**src/rtl/ghd_pkg.sv**
```systemverilog
// Shared types, constants and header-field selection for the gzip header deframer.
package ghd_pkg;

    localparam int HEAD_LEN    = 18;
    localparam int FIXED_LEN   = 10;
    localparam int TRAILER_LEN = 8;
    localparam int IDX_W       = 5;
    localparam int FILL_W      = 4;
    localparam int QUEUE_DEPTH = 4;
    localparam int QUEUE_AW    = 2;

    localparam logic [7:0] MAGIC0         = 8'h1f;
    localparam logic [7:0] MAGIC1         = 8'h8b;
    localparam logic [7:0] METHOD_DEFLATE = 8'h08;

    // FLG bit positions
    localparam int FLG_HCRC    = 1;
    localparam int FLG_EXTRA   = 2;
    localparam int FLG_NAME    = 3;
    localparam int FLG_COMMENT = 4;

    // header field stages
    localparam logic [2:0] STG_EXTRA   = 3'd0;
    localparam logic [2:0] STG_NAME    = 3'd1;
    localparam logic [2:0] STG_COMMENT = 3'd2;
    localparam logic [2:0] STG_HCRC    = 3'd3;

    localparam logic [1:0] ST_PASS    = 2'd0;
    localparam logic [1:0] ST_DONE    = 2'd1;
    localparam logic [1:0] ST_BADMETH = 2'd2;
    localparam logic [1:0] ST_TRUNC   = 2'd3;

    localparam logic KIND_DATA = 1'b0;
    localparam logic KIND_END  = 1'b1;

    typedef enum logic [3:0] {
        M_HEAD  = 4'b0001,
        M_PASS  = 4'b0010,
        M_DRAIN = 4'b0100,
        M_GZIP  = 4'b1000
    } t_mode;

    typedef enum logic [6:0] {
        P_XLEN0   = 7'b0000001,
        P_XLEN1   = 7'b0000010,
        P_XSKIP   = 7'b0000100,
        P_NAME    = 7'b0001000,
        P_COMMENT = 7'b0010000,
        P_HCRC    = 7'b0100000,
        P_BODY    = 7'b1000000
    } t_pph;

    typedef enum logic [3:0] {
        B_IDLE   = 4'b0001,
        B_REPLAY = 4'b0010,
        B_DATA   = 4'b0100,
        B_END    = 4'b1000
    } t_bstate;

    // at most one command per accepted word; the back end acts on hold, replay, data, end in that order
    typedef struct packed {
        logic             hold;
        logic [IDX_W-1:0] idx;
        logic [IDX_W-1:0] rep_n;
        logic             data_v;
        logic             end_v;
        logic [1:0]       status;
        logic [7:0]       data;
    } t_cmd;

    function automatic t_pph f_enter(input logic [2:0] stage, input logic [4:0] flags);
        t_pph r;
        r = P_BODY;
        if (stage <= STG_HCRC && flags[FLG_HCRC])       r = P_HCRC;
        if (stage <= STG_COMMENT && flags[FLG_COMMENT]) r = P_COMMENT;
        if (stage <= STG_NAME && flags[FLG_NAME])       r = P_NAME;
        if (stage <= STG_EXTRA && flags[FLG_EXTRA])     r = P_XLEN0;
        return r;
    endfunction

endpackage

```
**src/rtl/ghd_front.sv**
```systemverilog
// Front end: accepts words, tracks the header, trailer delay, issues commands.
module ghd_front import ghd_pkg::*; #(
    parameter int COUNT_BITS = 32
) (
    input  logic       i_clk,
    input  logic       i_rst_n,
    input  logic       i_valid,
    input  logic [7:0] i_in_byte,
    input  logic       i_is_last,
    input  logic       i_full,
    output logic       o_stall,
    output logic       o_push,
    output t_cmd       o_cmd
);

    t_mode                  r_mode, n_mode;
    t_pph                   r_pph;
    logic [COUNT_BITS-1:0]  r_cnt;
    logic [4:0]             r_flags;
    logic                   r_meth_ok;
    logic [15:0]            r_skip;
    logic [FILL_W-1:0]      r_fill;
    logic [7:0]             r_tdly [TRAILER_LEN];

    logic              w_acc, w_mis, w_upd;
    logic [IDX_W-1:0]  w_idx;
    t_pph              w_pcur, f_pph;
    logic [15:0]       w_scur, f_skip, w_dec, w_xl;
    logic              f_emit, f_shift;
    logic [FILL_W-1:0] f_fill;
    logic [1:0]        w_status;
    t_cmd              w_cmd;

    assign w_acc   = i_valid && !i_full;
    assign o_stall = i_full;

    assign w_idx = (r_cnt < COUNT_BITS'(HEAD_LEN)) ? r_cnt[IDX_W-1:0] : IDX_W'(HEAD_LEN - 1);
    assign w_mis = (w_idx == IDX_W'(0) && i_in_byte != MAGIC0) ||
                   (w_idx == IDX_W'(1) && i_in_byte != MAGIC1);

    // first byte after the 10-byte fixed header starts the field parse
    assign w_pcur = (r_mode == M_HEAD && w_idx == IDX_W'(FIXED_LEN)) ?
                    f_enter(STG_EXTRA, r_flags) : r_pph;
    assign w_scur = (r_mode == M_HEAD && w_idx == IDX_W'(FIXED_LEN)) ? 16'd2 : r_skip;
    assign w_dec  = w_scur - 16'd1;
    assign w_xl   = {i_in_byte, w_scur[7:0]};

    always_comb begin
        f_pph   = w_pcur;
        f_skip  = w_scur;
        f_emit  = 1'b0;
        f_shift = 1'b0;
        unique case (w_pcur)
            P_XLEN0: begin
                f_skip = {8'd0, i_in_byte};
                f_pph  = P_XLEN1;
            end
            P_XLEN1: begin
                f_skip = w_xl;
                if (w_xl == 16'd0) begin
                    f_pph  = f_enter(STG_NAME, r_flags);
                    f_skip = 16'd2;
                end else begin
                    f_pph = P_XSKIP;
                end
            end
            P_XSKIP: begin
                f_skip = w_dec;
                if (w_dec == 16'd0) begin
                    f_pph  = f_enter(STG_NAME, r_flags);
                    f_skip = 16'd2;
                end
            end
            P_NAME: begin
                if (i_in_byte == 8'd0) begin
                    f_pph  = f_enter(STG_COMMENT, r_flags);
                    f_skip = 16'd2;
                end
            end
            P_COMMENT: begin
                if (i_in_byte == 8'd0) begin
                    f_pph  = f_enter(STG_HCRC, r_flags);
                    f_skip = 16'd2;
                end
            end
            P_HCRC: begin
                f_skip = w_dec;
                if (w_dec == 16'd0) f_pph = P_BODY;
            end
            P_BODY: begin
                f_shift = 1'b1;
                f_emit  = (r_fill == FILL_W'(TRAILER_LEN));
            end
            default: ;
        endcase
    end

    assign f_fill = (f_shift && r_fill != FILL_W'(TRAILER_LEN)) ? r_fill + FILL_W'(1) : r_fill;

    always_comb begin
        n_mode       = r_mode;
        w_upd        = 1'b0;
        w_cmd        = '0;
        w_cmd.idx    = w_idx;
        w_cmd.data   = i_in_byte;
        unique case (r_mode)
            M_HEAD: begin
                w_cmd.hold = 1'b1;
                if (w_mis) begin
                    w_cmd.rep_n = w_idx + IDX_W'(1);
                    n_mode      = M_PASS;
                end else if (w_idx == IDX_W'(HEAD_LEN - 1)) begin
                    if (r_meth_ok) begin
                        n_mode = M_GZIP;
                        w_upd  = 1'b1;
                    end else begin
                        n_mode = M_DRAIN;
                    end
                end else begin
                    if (i_is_last) w_cmd.rep_n = w_idx + IDX_W'(1);
                    if (w_idx >= IDX_W'(FIXED_LEN)) w_upd = 1'b1;
                end
            end
            M_PASS: w_cmd.data_v = 1'b1;
            M_DRAIN: ;
            M_GZIP: begin
                w_upd        = 1'b1;
                w_cmd.data_v = f_emit;
                w_cmd.data   = r_tdly[TRAILER_LEN-1];
            end
            default: ;
        endcase

        case (n_mode)
            M_GZIP:  w_status = (f_pph == P_BODY && f_fill == FILL_W'(TRAILER_LEN)) ?
                                ST_DONE : ST_TRUNC;
            M_DRAIN: w_status = ST_BADMETH;
            default: w_status = ST_PASS;
        endcase
        w_cmd.end_v  = i_is_last;
        w_cmd.status = w_status;
    end

    assign o_cmd  = w_cmd;
    assign o_push = w_acc && (w_cmd.hold || w_cmd.data_v || w_cmd.end_v);

    always_ff @(posedge i_clk) begin
        if (!i_rst_n) begin
            r_mode    <= M_HEAD;
            r_pph     <= P_XLEN0;
            r_cnt     <= '0;
            r_flags   <= '0;
            r_meth_ok <= 1'b0;
            r_skip    <= '0;
            r_fill    <= '0;
        end else if (w_acc) begin
            if (i_is_last) begin
                r_mode    <= M_HEAD;
                r_cnt     <= '0;
                r_flags   <= '0;
                r_meth_ok <= 1'b0;
                r_skip    <= '0;
                r_fill    <= '0;
            end else begin
                r_mode <= n_mode;
                if (r_cnt != '1) r_cnt <= r_cnt + COUNT_BITS'(1);
                if (r_mode == M_HEAD && w_idx == IDX_W'(2))
                    r_meth_ok <= (i_in_byte == METHOD_DEFLATE);
                if (r_mode == M_HEAD && w_idx == IDX_W'(3))
                    r_flags <= i_in_byte[4:0];
                if (w_upd) begin
                    r_pph  <= f_pph;
                    r_skip <= f_skip;
                    r_fill <= f_fill;
                end
            end
        end
    end

    // trailer hold-back line, newest at entry 0
    always_ff @(posedge i_clk) begin
        if (w_acc && w_upd && f_shift) begin
            r_tdly[0] <= i_in_byte;
            for (int k = 1; k < TRAILER_LEN; k++) r_tdly[k] <= r_tdly[k-1];
        end
    end

endmodule

```
**src/rtl/ghd_queue.sv**
```systemverilog
// Command queue between front end and back end.
module ghd_queue import ghd_pkg::*; (
    input  logic i_clk,
    input  logic i_rst_n,
    input  logic i_push,
    input  t_cmd i_cmd,
    input  logic i_pop,
    output t_cmd o_cmd,
    output logic o_empty,
    output logic o_full
);

    t_cmd                r_mem [QUEUE_DEPTH];
    logic [QUEUE_AW-1:0] r_wr, r_rd;
    logic [QUEUE_AW:0]   r_cnt;

    assign o_cmd   = r_mem[r_rd];
    assign o_empty = (r_cnt == '0);
    assign o_full  = (r_cnt == (QUEUE_AW+1)'(QUEUE_DEPTH));

    always_ff @(posedge i_clk) begin
        if (!i_rst_n) begin
            r_wr  <= '0;
            r_rd  <= '0;
            r_cnt <= '0;
        end else begin
            if (i_push) r_wr <= r_wr + QUEUE_AW'(1);
            if (i_pop)  r_rd <= r_rd + QUEUE_AW'(1);
            if (i_push && !i_pop)      r_cnt <= r_cnt + (QUEUE_AW+1)'(1);
            else if (!i_push && i_pop) r_cnt <= r_cnt - (QUEUE_AW+1)'(1);
        end
    end

    always_ff @(posedge i_clk) begin
        if (i_push) r_mem[r_wr] <= i_cmd;
    end

endmodule

```
**src/rtl/ghd_back.sv**
```systemverilog
// Back end: holds the head bytes, runs replays and drives the output register.
module ghd_back import ghd_pkg::*; (
    input  logic       i_clk,
    input  logic       i_rst_n,
    input  logic       i_empty,
    input  t_cmd       i_cmd,
    output logic       o_pop,
    input  logic       i_stall,
    output logic       o_valid,
    output logic       o_kind,
    output logic [7:0] o_out_byte,
    output logic [1:0] o_status,
    output logic       o_last
);

    t_bstate          r_st, w_after, w_first;
    t_cmd             r_cmd;
    logic [IDX_W-1:0] r_k;
    logic [7:0]       r_head [HEAD_LEN];
    logic             r_ov;
    logic             r_kind, r_last;
    logic [7:0]       r_byte;
    logic [1:0]       r_status;

    logic w_slot, w_emit, w_rep_end, w_free;

    assign w_slot    = !r_ov || !i_stall;
    assign w_emit    = (r_st != B_IDLE) && w_slot;
    assign w_rep_end = (r_k == r_cmd.rep_n - IDX_W'(1));

    always_comb begin
        w_after = B_IDLE;
        unique case (r_st)
            B_REPLAY: begin
                if (!w_rep_end)        w_after = B_REPLAY;
                else if (r_cmd.data_v) w_after = B_DATA;
                else if (r_cmd.end_v)  w_after = B_END;
                else                   w_after = B_IDLE;
            end
            B_DATA:  w_after = r_cmd.end_v ? B_END : B_IDLE;
            B_END:   w_after = B_IDLE;
            B_IDLE:  w_after = B_IDLE;
            default: w_after = B_IDLE;
        endcase
    end

    always_comb begin
        if (i_cmd.rep_n != '0) w_first = B_REPLAY;
        else if (i_cmd.data_v) w_first = B_DATA;
        else if (i_cmd.end_v)  w_first = B_END;
        else                   w_first = B_IDLE;
    end

    assign w_free = (r_st == B_IDLE) || (w_emit && w_after == B_IDLE);
    assign o_pop  = w_free && !i_empty;

    always_ff @(posedge i_clk) begin
        if (!i_rst_n) begin
            r_st <= B_IDLE;
            r_ov <= 1'b0;
        end else begin
            if (o_pop)       r_st <= w_first;
            else if (w_emit) r_st <= w_after;
            if (w_emit)        r_ov <= 1'b1;
            else if (!i_stall) r_ov <= 1'b0;
        end
    end

    always_ff @(posedge i_clk) begin
        if (o_pop) begin
            r_cmd <= i_cmd;
            r_k   <= '0;
        end else if (w_emit && r_st == B_REPLAY && !w_rep_end) begin
            r_k <= r_k + IDX_W'(1);
        end
        if (o_pop && i_cmd.hold) r_head[i_cmd.idx] <= i_cmd.data;
        if (w_emit) begin
            case (r_st)
                B_REPLAY: begin
                    r_kind   <= KIND_DATA;
                    r_byte   <= r_head[r_k];
                    r_status <= ST_PASS;
                    r_last   <= 1'b0;
                end
                B_DATA: begin
                    r_kind   <= KIND_DATA;
                    r_byte   <= r_cmd.data;
                    r_status <= ST_PASS;
                    r_last   <= 1'b0;
                end
                default: begin
                    r_kind   <= KIND_END;
                    r_byte   <= 8'd0;
                    r_status <= r_cmd.status;
                    r_last   <= 1'b1;
                end
            endcase
        end
    end

    assign o_valid    = r_ov;
    assign o_kind     = r_kind;
    assign o_out_byte = r_byte;
    assign o_status   = r_status;
    assign o_last     = r_last;

endmodule

```
**src/rtl/gzip_header_deframer_top.sv**
```systemverilog
// Top level of the gzip header deframer: front end, command queue, back end.
// A word that yields output passes the command queue and the back-end command register first.
// Throughput: one input word per cycle while the queue has room; the back end emits one
// output word per cycle while the output is not stalled, so a header replay of n held bytes
// occupies it for n output words and the input stalls once the four-entry queue fills behind it.
// Reset: synchronous, active low; clears stream state, queue and output valid, no sweep.
module gzip_header_deframer_top import ghd_pkg::*; #(
    parameter int COUNT_BITS = 32
) (
    input  logic       i_clk,
    input  logic       i_rst_n,
    input  logic       i_in_valid,
    output logic       o_in_stall,
    input  logic [7:0] i_in_byte,
    input  logic       i_is_last,
    output logic       o_out_valid,
    input  logic       i_out_stall,
    output logic       o_kind,
    output logic [7:0] o_out_byte,
    output logic [1:0] o_status,
    output logic       o_last
);

    t_cmd w_push_cmd, w_head_cmd;
    logic w_push, w_pop, w_empty, w_full;

    ghd_front #(.COUNT_BITS(COUNT_BITS)) u_front (
        .i_clk     (i_clk),
        .i_rst_n   (i_rst_n),
        .i_valid   (i_in_valid),
        .i_in_byte (i_in_byte),
        .i_is_last (i_is_last),
        .i_full    (w_full),
        .o_stall   (o_in_stall),
        .o_push    (w_push),
        .o_cmd     (w_push_cmd)
    );

    ghd_queue u_queue (
        .i_clk   (i_clk),
        .i_rst_n (i_rst_n),
        .i_push  (w_push),
        .i_cmd   (w_push_cmd),
        .i_pop   (w_pop),
        .o_cmd   (w_head_cmd),
        .o_empty (w_empty),
        .o_full  (w_full)
    );

    ghd_back u_back (
        .i_clk      (i_clk),
        .i_rst_n    (i_rst_n),
        .i_empty    (w_empty),
        .i_cmd      (w_head_cmd),
        .o_pop      (w_pop),
        .i_stall    (i_out_stall),
        .o_valid    (o_out_valid),
        .o_kind     (o_kind),
        .o_out_byte (o_out_byte),
        .o_status   (o_status),
        .o_last     (o_last)
    );

endmodule

```
**config.mk**
```make
export PLATFORM = sky130hd
export DESIGN_NAME = gzip_header_deframer_top
export DESIGN_NICKNAME = d
export VERILOG_FILES = /design/src/rtl/ghd_pkg.sv /design/src/rtl/ghd_front.sv /design/src/rtl/ghd_queue.sv /design/src/rtl/ghd_back.sv /design/src/rtl/gzip_header_deframer_top.sv
export SDC_FILE = /design/constraint.sdc
export NUM_CORES = 1
export LEC_CHECK = 0
export BUFFER_PORTS_ARGS = -buffer_cell sky130_fd_sc_hd__buf_2
export CAP_MARGIN = 20
export CORE_UTILIZATION = 57
export CTS_CLUSTER_SIZE = 12
export DETAILED_ROUTE_END_ITERATION = 12
export GPL_ROUTABILITY_DRIVEN = 1
export PLACE_DENSITY = 0.76
export RECOVER_POWER = 25
export SLEW_MARGIN = 20
export SYNTH_ARGS = -nofsm -noshare
export SYNTH_HDL_FRONTEND = slang
export SYNTH_SLANG_ARGS = --single-unit
```
**constraint.sdc**
```tcl
create_clock -name i_clk -period 5.6 [get_ports i_clk]
set_input_delay 0.56 -clock i_clk [delete_from_list [all_inputs] [get_ports i_clk]]
set_output_delay 0.56 -clock i_clk [all_outputs]
set_load 0.1 [all_outputs]
```
==> results.json <==
{
  "path_clk_slew_ns": 0.06,
  "syn_nets": 1282,
  "holdWs_ns": 0.289,
  "synthMuxAreaShare": 0.0923,
  "ant_nets": 0,
  "place_area_sq_um": 18400,
  "layout_commonest_cell": "edfxtp_1",
  "htreeDepth": 2,
  "yosys.area_share.simple": 0.123,
  "fp.dieH_um": 178,
  "dieArea_sq_um": 31800,
  "drtIter0Drc": 1094,
  "place.port_buffers": 26,
  "grt_pass1_vias": 10700,
  "vias": 10700,
  "post-dp-hpwl_um": 23800,
  "postRouteWirelength_um": 38100,
  "gr-usage-all-layers": 0.249,
  "drv_cap": 2,
  "layout.cells.non_filler": 1727,
  "num_io_pins": 27,
  "antenna_found_initial": 0,
  "final_cell_area_sq_um": 19700,
  "drive_gt1_frac": 0.133,
  "p_per_area_nw_per_um2": 415,
  "synth_edf_count": 328,
  "violations": "capacitance limit, slew limit",
  "antenna_cells": 0,
  "syn_area_sq_um": 17700,
  "drt_pass1_iterations": 5,
  "slew_headroom": -0.452,
  "synthAdderAreaFrac": 0.0124,
  "grt_max_degree": 45,
  "critPathMaxFanout": 6,
  "startpoint_type": "flip-flop",
  "initial_utilization": 0.580,
  "yosysSeqAreaShare": 0.659,
  "drt-wirelength-per-cell_um": 22.1,
  "num_rows": 64,
  "critPathKind": "flip-flop to flip-flop",
  "synth_top_family_by_area": "simple AND/OR/NAND/NOR gates",
  "core_sq_um": 30600,
  "numCtsBuffers": 44,
  "ys_seq_elements": 420,
  "area_delta_synth_final_pct": 11.1,
  "synth_ff_type": "edfxtp_1",
  "place.gp.congestion": 0.959,
  "n_fill_cell": 2173,
  "cts_tree": "built",
  "fmaxAchievable_mhz": 191,
  "final_max_slew_viol_count": 35,
  "die_width_um": 178,
  "cts.sinks": 420,
  "tightest_slew_ns": 2.15,
  "syn_area_per_cell_sq_um": 14.2,
  "ir_drop_uv": 317,
  "synthArstFlopShare": 0,
  "clk_latency_ns": 0.57,
  "synth_cell_types": 77,
  "skew_ns": 0.0349,
  "drc_errors": 0,
  "synth_compound_area_frac": 0.0724,
  "viasPerCell": 6.22,
  "leakagePower_nw": 6.49,
  "endpoint_kind": "flip-flop",
  "grt-ovfl-total": 0,
  "cts_root_buffer": "clkbuf_16",
  "status": "finished, violations left",
  "grt_first_pass_wirelength_um": 59800,
  "place_inst": 1651,
  "setup_tns_ns": 0,
  "period_share": 0.933,
  "final_cell_mix": "edfxtp_1 (328), nor2_1 (115), dfxtp_1 (90), nand2_1 (72), mux4_2 (63)",
  "finalCriticalPeriod_ns": 5.22,
  "synth_cells": 1252,
  "ctsLongestPathBuffers": 3,
  "required_ns": 5.87,
  "num-nets-final": 1332,
  "synthXorXnorAreaFrac": 0.0212,
  "synth-warning-count": 0,
  "hp-class": "input pin to flip-flop",
  "final_util": 0.644,
  "setup_violations": 0,
  "cp.arrival_ns": 5.49,
  "hold_violations": 0
}
## area by class of cell
| class | instances | area, sq um | share of cell area |
|---|---|---|---|
| timing repair buffer | 58 | 337 | 0.0171 |
| sequential | 420 | 11700 | 0.593 |
| multi-input combinational | 749 | 5770 | 0.293 |
| clock buffer | 67 | 1220 | 0.0620 |
| tap | 396 | 495 | 0.0251 |
| clock inverter | 8 | 86.3 | 0.00438 |
| inverter | 29 | 109 | 0.00552 |
## layer usage
metal / vias to the layer above / track usage / share of wire
met5: - / 0 / 0
met1: 5340 / 0.336 / 0.42
li1: 4912 / - / -
met4: 0 / 0.0759 / 0.025
met2: 423 / 0.410 / 0.48
met3: 74 / 0.0462 / 0.073
## repair_timing
action,in CTS,in global routing
endpoints found under the setup margin,0,22
setup buffers,0,1
gates resized for setup,0,7
hold buffers,0,0
## cells in the mapped netlist (8+ instances only)
cell type | count | area share
nor2b_1 | 17 | 0.0060
o21ai_0 | 47 | 0.013
o31ai_1 | 8 | 0.0034
and3_1 | 12 | 0.0042
mux4_2 | 63 | 0.080
nor4b_1 | 11 | 0.0054
a31oi_1 | 8 | 0.0028
nor4_1 | 10 | 0.0035
edfxtp_1 | 328 | 0.56
a22o_1 | 8 | 0.0040
a21boi_0 | 8 | 0.0034
xnor2_1 | 20 | 0.0099
dfxtp_1 | 92 | 0.10
mux2i_1 | 14 | 0.0079
xor2_1 | 23 | 0.011
nand2b_1 | 13 | 0.0046
nand2_1 | 72 | 0.015
inv_1 | 29 | 0.0061
nand3_1 | 33 | 0.0093
clkbuf_1 | 43 | 0.0091
nor3_1 | 25 | 0.0071
a21oi_1 | 45 | 0.013
ha_1 | 16 | 0.011
nor2_1 | 115 | 0.024
nand3b_1 | 9 | 0.0038
nand4_1 | 13 | 0.0046
or3_1 | 21 | 0.0074
a22oi_1 | 8 | 0.0034
and2_1 | 29 | 0.010
## critical path: stages, from the launching register on
cell,delay [ns]
dfxtp_1,0.37
nor4_2,0.31
and3_1,0.20
nand3_1,0.09
nor4_2,0.24
buf_4,0.17
nand2b_1,0.07
inv_1,0.09
ha_2,0.24
nand4b_4,0.14
or3_4,0.37
nand2_1,0.12
ha_1,0.17
nor4b_2,0.24
nand3b_1,0.15
a211o_1,0.36
nor3_2,0.14
o21ai_0,0.13
a211oi_2,0.36
o211a_1,0.17
o21ai_0,0.11
a2111o_1,0.43
o21a_1,0.23
## stage by stage
| stage | setup slack (ns) | total power (W) |
|---|---|---|
| after detailed placement | 0.258 | 0.00559 |
| after floorplan | 0.0186 | 0.00516 |
| final | 0.375 | 0.00819 |
| after CTS | 0.109 | 0.00826 |
| after global placement | 0.312 | 0.00554 |
| after global routing | -0.0203 | 0.00850 |
## cells by family (layout without fill, tap and decap cells)
logic type | Yosys count | in the layout
buf+inv | 83 | 162
flops | 420 | 420
simple gates | 411 | 411
xor+xnor | 43 | 43
compound gates | 194 | 194
fa+ha+maj | 17 | 17
mux | 84 | 84
## where the power goes
group / total, W / internal [W] / switching [W]
Combinational: 0.00155 / 0.000483 / 0.00106
Sequential: 0.00398 / 0.00383 / 0.000149
Clock: 0.00266 / 0.00151 / 0.00115
Total: 0.00819 / 0.00582 / 0.00236
## sequential cells by signal (all words and copies together), names as in the netlist, 2 cells and up, named ones only
name               cells
u_queue.r_mem         92
u_queue.r_rd           2
u_front.r_cnt         32
u_back.o_status        2
u_front.r_pph          7
u_queue.r_cnt          3
u_back.r_k             5
u_back.r_cmd          17
u_front.r_fill         4
u_front.r_mode         4
u_front.r_flags        4
u_back.o_out_byte      8
u_front.r_skip        16
u_front.r_tdly        64
u_queue.r_wr           2
u_back.r_st            4
u_back.r_head        144
## worst paths after layout
check,startpoint,endpoint,slack (ns),depth (start not counted)
worst max register to register,u_front.r_cnt[10],u_queue.r_mem[0][9],0.38,22
worst min register to register,u_front.r_tdly[2][7],u_front.r_tdly[2][15],0.42,0
worst max-delay path,u_front.r_cnt[10],u_queue.r_mem[0][9],0.38,22
worst min-delay path,i_out_stall,u_back.o_valid,0.29,3
Note: power is estimated with default switching activity, not from simulation.
